`config.mk`:
```
export PLATFORM = sky130hd
export DESIGN_NAME = nbv_ctrl
export DESIGN_NICKNAME = d
export VERILOG_FILES = /design/src/design/nbv_pkg.sv /design/src/design/nbv_ctrl.sv
export SDC_FILE = /design/constraint.sdc
export NUM_CORES = 1
export LEC_CHECK = 0
export BUFFER_PORTS_ARGS = -buffer_cell sky130_fd_sc_hd__buf_4
export CAP_MARGIN = 5
export CORE_UTILIZATION = 55
export DETAILED_ROUTE_END_ITERATION = 12
export GPL_TIMING_DRIVEN = 0
export PLACE_DENSITY = 0.77
export SYNTH_ARGS = -nofsm -noshare
export SYNTH_HDL_FRONTEND = slang
export SYNTH_SLANG_ARGS = --single-unit
```
`constraint.sdc`:
```
create_clock -name clock -period 2.4 [get_ports clock]
set_input_delay 0.36 -clock clock [delete_from_list [all_inputs] [get_ports clock]]
set_output_delay 0.36 -clock clock [all_outputs]
set_load 0.02 [all_outputs]
```
`src/design/nbv_pkg.sv`:
```
// ----------------------------------------------------------------------------
// nbv_pkg: shared types and constants of the n-body Verlet step block
// Holds the datapath command codes, the controller/datapath link structs,
// the configuration bundle and the saturation helpers.
// ----------------------------------------------------------------------------
package nbv_pkg;

   // Item command codes
   localparam logic CMD_LOAD = 1'b0;
   localparam logic CMD_STEP = 1'b1;

   // Configuration register indexes
   localparam logic [2:0] REG_TIME_STEP   = 3'd0;
   localparam logic [2:0] REG_GRAV_CONST  = 3'd1;
   localparam logic [2:0] REG_SOFTENING   = 3'd2;
   localparam logic [2:0] REG_WIN_WIDTH   = 3'd3;
   localparam logic [2:0] REG_WIN_HEIGHT  = 3'd4;
   localparam logic [2:0] REG_PART_COUNT  = 3'd5;

   // Restoring divider: one quotient bit per cycle
   localparam int DIV_STEPS = 31;

   localparam logic signed [31:0] S32_MAX = 32'sh7FFF_FFFF;
   localparam logic signed [31:0] S32_MIN = 32'sh8000_0000;
   localparam logic [30:0] K_MAX = 31'h7FFF_FFFF;

   // Datapath micro-operations
   typedef enum logic [4:0] {
      OP_NONE,
      OP_LOAD,
      OP_P1_M0,
      OP_P1_M1,
      OP_P1_M2,
      OP_P1_M3,
      OP_P1_M4,
      OP_P1_M5,
      OP_P1_M6,
      OP_P1_WR,
      OP_P2_LI,
      OP_P2_D,
      OP_P2_SQX,
      OP_P2_SQY,
      OP_P2_DEN,
      OP_P2_DIVI,
      OP_P2_DIV,
      OP_P2_KX,
      OP_P2_KY,
      OP_P2_ACC,
      OP_P2_WR,
      OP_P3_SUM,
      OP_P3_MX,
      OP_P3_MY,
      OP_P3_V,
      OP_P3_RF
   } dp_op_type;

   typedef struct packed {
      dp_op_type op;
      logic      capture;
   } dp_cmd_type;

   typedef struct packed {
      logic den_zero;
      logic k_ovf;
   } dp_status_type;

   typedef struct packed {
      logic [16:0] time_step;
      logic [30:0] grav_const;
      logic [30:0] softening;
      logic [12:0] window_width;
      logic [12:0] window_height;
   } cfg_type;

   // Clamp a wide signed value to the signed 32-bit range
   function automatic logic signed [31:0] sat32(input logic signed [71:0] v);
      logic signed [31:0] r;
      if (v > 72'sd2147483647) begin
         r = S32_MAX;
      end else if (v < -72'sd2147483648) begin
         r = S32_MIN;
      end else begin
         r = v[31:0];
      end
      return r;
   endfunction

   // Negate with saturation of the most negative value
   function automatic logic signed [31:0] neg_sat(input logic signed [31:0] v);
      logic signed [31:0] r;
      if (v == S32_MIN) begin
         r = S32_MAX;
      end else begin
         r = -v;
      end
      return r;
   endfunction

endpackage

```
`src/design/nbv_ctrl.sv`:
```
// ----------------------------------------------------------------------------
// nbv_ctrl: sequencer of the n-body Verlet step
// Walks the drift, pair-force and kick/reflect phases over the particle
// slots and issues one datapath micro-operation per cycle.
// ----------------------------------------------------------------------------
module nbv_ctrl #(
   parameter int MAX_PARTICLES = 64
) (
   input  logic                              clock,
   input  logic                              reset,
   input  logic                              start,
   input  logic                              req_command,
   input  logic [6:0]                        particle_count,
   input  nbv_pkg::dp_status_type            status,
   output logic                              busy,
   output nbv_pkg::dp_cmd_type               cmd,
   output logic [$clog2(MAX_PARTICLES)-1:0]  idx_i,
   output logic [$clog2(MAX_PARTICLES)-1:0]  raddr,
   output logic                              rsp_valid,
   output logic [5:0]                        rsp_out_slot,
   output logic                              rsp_last
);
   import nbv_pkg::*;

   localparam int IW = $clog2(MAX_PARTICLES);
   localparam int NW = $clog2(MAX_PARTICLES + 1);

   typedef enum logic [4:0] {
      S_IDLE, S_LOAD,
      S_P1_RD, S_P1_M0, S_P1_M1, S_P1_M2, S_P1_M3, S_P1_M4, S_P1_M5, S_P1_M6,
      S_P1_WR,
      S_P2_RI, S_P2_LI, S_P2_RJ, S_P2_D, S_P2_SQX, S_P2_SQY, S_P2_DEN,
      S_P2_CHK, S_P2_DIV, S_P2_KX, S_P2_KY, S_P2_ACC, S_P2_WR,
      S_P3_RD, S_P3_SUM, S_P3_MX, S_P3_MY, S_P3_V, S_P3_RF
   } state_type;

   state_type     state_ff, state_in;
   logic [IW-1:0] i_ff, i_in, j_ff, j_in;
   logic [4:0]    d_ff, d_in;
   logic [NW-1:0] n_ff, n_in, n_cfg;
   logic          rsp_valid_ff, rsp_valid_in;
   logic          rsp_last_ff, rsp_last_in;
   logic [5:0]    rsp_slot_ff, rsp_slot_in;
   logic          i_last, j_last;

   assign n_cfg  = (particle_count > 7'(MAX_PARTICLES)) ? NW'(MAX_PARTICLES)
                                                        : NW'(particle_count);
   assign i_last = (NW'(i_ff) + NW'(1)) == n_ff;
   assign j_last = (NW'(j_ff) + NW'(1)) == n_ff;

   // Next state and micro-operation
   always_comb begin
      state_in     = state_ff;
      i_in         = i_ff;
      j_in         = j_ff;
      d_in         = d_ff;
      n_in         = n_ff;
      rsp_valid_in = 1'b0;
      rsp_last_in  = rsp_last_ff;
      rsp_slot_in  = rsp_slot_ff;
      cmd.op       = OP_NONE;
      cmd.capture  = 1'b0;
      raddr        = i_ff;
      case (state_ff)
         S_IDLE: begin
            if (start) begin
               cmd.capture = 1'b1;
               i_in        = '0;
               j_in        = '0;
               n_in        = n_cfg;
               if (req_command == CMD_LOAD) begin
                  state_in = S_LOAD;
               end else if (n_cfg != '0) begin
                  state_in = S_P1_RD;
               end
            end
         end
         S_LOAD: begin
            cmd.op   = OP_LOAD;
            state_in = S_IDLE;
         end
         S_P1_RD: state_in = S_P1_M0;
         S_P1_M0: begin cmd.op = OP_P1_M0; state_in = S_P1_M1; end
         S_P1_M1: begin cmd.op = OP_P1_M1; state_in = S_P1_M2; end
         S_P1_M2: begin cmd.op = OP_P1_M2; state_in = S_P1_M3; end
         S_P1_M3: begin cmd.op = OP_P1_M3; state_in = S_P1_M4; end
         S_P1_M4: begin cmd.op = OP_P1_M4; state_in = S_P1_M5; end
         S_P1_M5: begin cmd.op = OP_P1_M5; state_in = S_P1_M6; end
         S_P1_M6: begin cmd.op = OP_P1_M6; state_in = S_P1_WR; end
         S_P1_WR: begin
            cmd.op = OP_P1_WR;
            if (i_last) begin
               i_in     = '0;
               state_in = S_P2_RI;
            end else begin
               i_in     = i_ff + IW'(1);
               state_in = S_P1_RD;
            end
         end
         S_P2_RI: state_in = S_P2_LI;
         S_P2_LI: begin
            cmd.op   = OP_P2_LI;
            j_in     = '0;
            state_in = S_P2_RJ;
         end
         S_P2_RJ: begin
            raddr = j_ff;
            if (j_ff == i_ff) begin
               // skip the self pair
               if (j_last) begin
                  state_in = S_P2_WR;
               end else begin
                  j_in = j_ff + IW'(1);
               end
            end else begin
               state_in = S_P2_D;
            end
         end
         S_P2_D: begin
            raddr    = j_ff;
            cmd.op   = OP_P2_D;
            state_in = S_P2_SQX;
         end
         S_P2_SQX: begin cmd.op = OP_P2_SQX; state_in = S_P2_SQY; end
         S_P2_SQY: begin cmd.op = OP_P2_SQY; state_in = S_P2_DEN; end
         S_P2_DEN: begin cmd.op = OP_P2_DEN; state_in = S_P2_CHK; end
         S_P2_CHK: begin
            cmd.op = OP_P2_DIVI;
            d_in   = '0;
            if (status.den_zero) begin
               // drop the pair
               if (j_last) begin
                  state_in = S_P2_WR;
               end else begin
                  j_in     = j_ff + IW'(1);
                  state_in = S_P2_RJ;
               end
            end else if (status.k_ovf) begin
               state_in = S_P2_KX;
            end else begin
               state_in = S_P2_DIV;
            end
         end
         S_P2_DIV: begin
            cmd.op = OP_P2_DIV;
            d_in   = d_ff + 5'd1;
            if (d_ff == 5'(DIV_STEPS - 1)) begin
               state_in = S_P2_KX;
            end
         end
         S_P2_KX: begin cmd.op = OP_P2_KX; state_in = S_P2_KY; end
         S_P2_KY: begin cmd.op = OP_P2_KY; state_in = S_P2_ACC; end
         S_P2_ACC: begin
            cmd.op = OP_P2_ACC;
            if (j_last) begin
               state_in = S_P2_WR;
            end else begin
               j_in     = j_ff + IW'(1);
               state_in = S_P2_RJ;
            end
         end
         S_P2_WR: begin
            cmd.op = OP_P2_WR;
            if (i_last) begin
               i_in     = '0;
               state_in = S_P3_RD;
            end else begin
               i_in     = i_ff + IW'(1);
               state_in = S_P2_RI;
            end
         end
         S_P3_RD:  state_in = S_P3_SUM;
         S_P3_SUM: begin cmd.op = OP_P3_SUM; state_in = S_P3_MX; end
         S_P3_MX:  begin cmd.op = OP_P3_MX;  state_in = S_P3_MY; end
         S_P3_MY:  begin cmd.op = OP_P3_MY;  state_in = S_P3_V;  end
         S_P3_V:   begin cmd.op = OP_P3_V;   state_in = S_P3_RF; end
         S_P3_RF: begin
            cmd.op       = OP_P3_RF;
            rsp_valid_in = 1'b1;
            rsp_slot_in  = 6'(i_ff);
            rsp_last_in  = i_last;
            if (i_last) begin
               state_in = S_IDLE;
            end else begin
               i_in     = i_ff + IW'(1);
               state_in = S_P3_RD;
            end
         end
         default: state_in = S_IDLE;
      endcase
   end

   // Hold state, counters and result strobe
   always_ff @(posedge clock) begin
      if (reset) begin
         state_ff     <= S_IDLE;
         i_ff         <= '0;
         j_ff         <= '0;
         d_ff         <= '0;
         n_ff         <= '0;
         rsp_valid_ff <= 1'b0;
         rsp_last_ff  <= 1'b0;
         rsp_slot_ff  <= '0;
      end else begin
         state_ff     <= state_in;
         i_ff         <= i_in;
         j_ff         <= j_in;
         d_ff         <= d_in;
         n_ff         <= n_in;
         rsp_valid_ff <= rsp_valid_in;
         rsp_last_ff  <= rsp_last_in;
         rsp_slot_ff  <= rsp_slot_in;
      end
   end

   assign busy         = (state_ff != S_IDLE);
   assign idx_i        = i_ff;
   assign rsp_valid    = rsp_valid_ff;
   assign rsp_out_slot = rsp_slot_ff;
   assign rsp_last     = rsp_last_ff && rsp_valid_ff;

`ifndef NO_ASSERTIONS
   a_rsp_from_reflect: assert property (@(posedge clock) disable iff (reset)
      rsp_valid_ff |-> $past(state_ff == S_P3_RF))
      else $error("result strobe without a reflect cycle");

   a_div_bound: assert property (@(posedge clock) disable iff (reset)
      (state_ff == S_P2_DIV) |-> (d_ff < 5'(DIV_STEPS)))
      else $error("divider ran past its step count");

   a_index_in_run: assert property (@(posedge clock) disable iff (reset)
      (state_ff != S_IDLE && state_ff != S_LOAD) |->
         (NW'(i_ff) < n_ff && NW'(j_ff) < n_ff))
      else $error("particle index beyond the run length");

   a_last_ends_run: assert property (@(posedge clock) disable iff (reset)
      (rsp_valid_ff && rsp_last_ff) |-> (state_ff == S_IDLE))
      else $error("last result while the step still runs");
`endif

endmodule

```
==> results.md <==
- Seq/Total Area, Yosys: 25.9%
- Routed via count: 3,142
- Clk Latency, worst-skew pair: 0.29 ns
- Synth Area in Simple Gates: 31.0%
- GR Overflow Total: 0
- CORE AREA: 4880 um2
- Fill cells: 469
- Main flop type after synthesis: dfxtp_1
- Vias in the first global route: 2,699
- Crit Reg-Reg Startpoint: idx_i[0]
- Port bufs: 39
- Die height: 74.1 um
- Synth Register Bits: 37
- Share of the synthesized area in the top cell type: 25.9%
- Number of antenna-violating nets in the routed design: 0
- Synth Area in XOR/XNOR: 6.73%
- Yosys top cell by area: dfxtp_1
- Peak Freq: 430 MHz
- Final hold vios: 0
- CP Data Required Time: 2.58 ns
- Placed Instance Area: 3240 um2
- GPL Wtd Cong: 0.958
- Vias per inst: 6.28
- Leak Pwr: 1.38 nW
- All-Layer GR Usage: 31.6%
- R2R Path End: idx_i[4]
- Proportion of layout cells with a drive suffix above 1: 22.2%
- Grt met2 use: 48.0%
- Pins over their slew limit: 0
- Slew @ Worst Pin: 0.624 ns
- Hold/Removal Path Class: primary input to flop
- Utilization after layout: 70.0%
- Initial antenna violation count: 0
- DR pass1 iterations: 5
- Startpoint Class: flop
- Root Buffer: clkbuf_8
- Commonest non-fill, non-tap cell in the layout: nand2_1
- Post-Place Cells: 495
- Worst Path Max Fanout: 7
- DR DRC count: 0
- Hold Crit Depth: 3
- Clock buffer count from CTS: 5
- WP data arrival: 2.50 ns
- Overall die width: 74.1 um
- Mux cell area share after synthesis: 4.94%
- Largest family of logic cells by synthesized area: simple AND/OR/NAND/NOR gates
- Post-layout minimum cycle time: 2.33 ns
- Drt total wl: 8480 um
- First-pass GRT wire length: 13,300 um
- Asr flop ratio synth: 0%
- Type of the worst setup path: flop to flop
- Commonest non-fill, non-tap cells in the layout: 44 x nand2_1, 41 x buf_4, 40 x a21oi_1, 34 x dfxtp_1, 29 x nor2_1
- Setup WS post-layout: 0.0736 ns
- CTS tree: yes
- DP HPWL: 6210 um
- Tcrit/Tclk final: 96.9%
- H-tree levels: 2
- Yosys cell types: 61
- FF-to-FF path depth: 7
- End of the worst hold path: n_ff[1]
- Synthesized area: 2860 um2
- CTS Buffer Depth: 2
- Post-route setup TNS: 0 ns
- R2R setup slack: 0.07 ns
- CP Capture Type: flop
- Reg clk slew, reported paths: 0.08 ns
- Io pins: 40
- Synth area leaders: dfxtp_1 26%, a21oi_1 7.0%, nand2_1 5.9%, xor2_1 4.0%, nor2_1 3.8%
- EDFF count, synth: 0
- Slew HR: 58.2%
- Syn nets: 406
- Busiest layer in global routing: met2
- Max_cap viols: 0
- Status: completed
- Reg area: 744 um2
- Min-delay src: particle_count[1]
- Met3 Track Usage GR: 6.50%
- Worst VDD drop: 0.298 mV
- Antenna cell count: 0
- Non-filler cells, final: 500
- Post-synthesis adder-cell area fraction: 1.75%
- Die area: 5500 um2
- Starting Density: 58.7%
- Iteration-0 DRC Markers: 349
- Ys Warns: 0
- Met1 usage: 45.4%
- Pwr/cell area: 422 nW/um2
- Pre-CTS WS: -0.0802 ns
- Row count: 25
- Clk sinks: 37
- Post-route cell area: 3410 um2
- Final nets: 449
- Final Skew: 0.00831 ns
- Wire per inst: 17.0 um
- Compound-Gate Fraction of Synth Area: 23.8%
- Multi-input logic area: 2010 um2
- P&R area growth vs syn: 19.3%
- Final setup violating endpoints: 0
- Cells after Synth: 389
- Post-CTS Setup Bufs: 0
- Pin count of the biggest net entering global routing: 13
- Syn Area/Cell: 7.36 um2
-- how the worst max path moves through the flow --
stage | from | to | cells after the start
after floorplan | idx_i[1] | state_ff[0] | 8
after global placement | idx_i[1] | state_ff[0] | 8
after detailed placement | idx_i[1] | state_ff[0] | 8
after CTS | state_ff[4] | cmd[1] | 6
after global routing | idx_i[0] | idx_i[4] | 7
final | idx_i[0] | idx_i[4] | 7
-- synthesized netlist by cell type (4+ instances only) --
library cell  number
dfxtp_1           37
clkbuf_1          16
ha_1               4
and2_1             9
nand3_1           14
o31ai_1            4
nand2b_1           4
xnor2_1            9
a221o_1            4
mux2_2             9
nor3_1            14
xor2_1            13
nor2b_1            8
nand4_1            8
o22ai_1            5
nand3b_1           7
nor4_1             9
buf_2             12
mux2i_1            4
inv_1              8
a31oi_1            4
o21a_1             5
nor2_1            29
nand2_1           45
o21ai_0           15
a21oi_1           40
-- cell families (layout without fill, tap and decap cells) --
logic type	count (synthesis)	after routing
DFF	37	37
AOI/OAI and AO/OA	104	104
buffers and inverters	40	84
and+or+nand+nor	169	169
adders and majority gates	4	4
xor gates and xnor gates	22	22
muxes	13	13
-- through the flow --
step | power (mW) | hold WS [ns]
floorplan | 0.808 | 0.432
global placement | 0.888 | 0.448
detailed placement | 0.892 | 0.450
CTS | 1.44 | 0.355
global route | 1.50 | 0.359
finish | 1.44 | 0.361
-- layer usage --
| layer | part of all wire (%) | wire (um) |
|---|---|---|
| met4 | 1.1 | 97 |
| met3 | 7.5 | 637 |
| met2 | 45 | 3810 |
| met1 | 46 | 3930 |
| met5 | 0 | 0 |
-- final cells by class --
cell class | count | area share (%)
well taps | 67 | 2.46
clock buffers | 6 | 2.13
plain buffers | 28 | 4.03
repair buffers | 39 | 8.57
multi-input cells | 312 | 58.9
inverters | 9 | 0.989
clock inverters | 2 | 1.14
flip-flops and latches | 37 | 21.8
-- sequential cells by signal, indices dropped and copies added, names as in the netlist --
register / flops
n_ff: 7
idx_i: 6
j_ff: 6
rsp_out_slot: 6
d_ff: 5
state_ff: 5
rsp_last_ff: 1
rsp_valid: 1
-- timing repair --
| item | 4_1_cts | 5_1_grt |
|---|---|---|
| gates resized for setup | 10 | 18 |
| hold endpoints to repair | 0 | 0 |
| hold buffers | 0 | 0 |
| pin swaps | 0 | 1 |
| endpoints found under the setup margin | 23 | 26 |
-- worst max-delay path, cell delays in order (launching register included) --
cell and delay, ns:
dfxtp_1 0.40, buf_2 0.24, and4_1 0.24, nand2_1 0.15, mux2i_1 0.31, nand3_1 0.14, a211o_1 0.36, a221o_1 0.37
-- power by group --
| part | internal [mW] | switching, mW |
|---|---|---|
| sequential | 0.624 | 0.0131 |
| clock | 0.312 | 0.233 |
| combinational | 0.0936 | 0.166 |
Power figures use the tool's default switching activity.
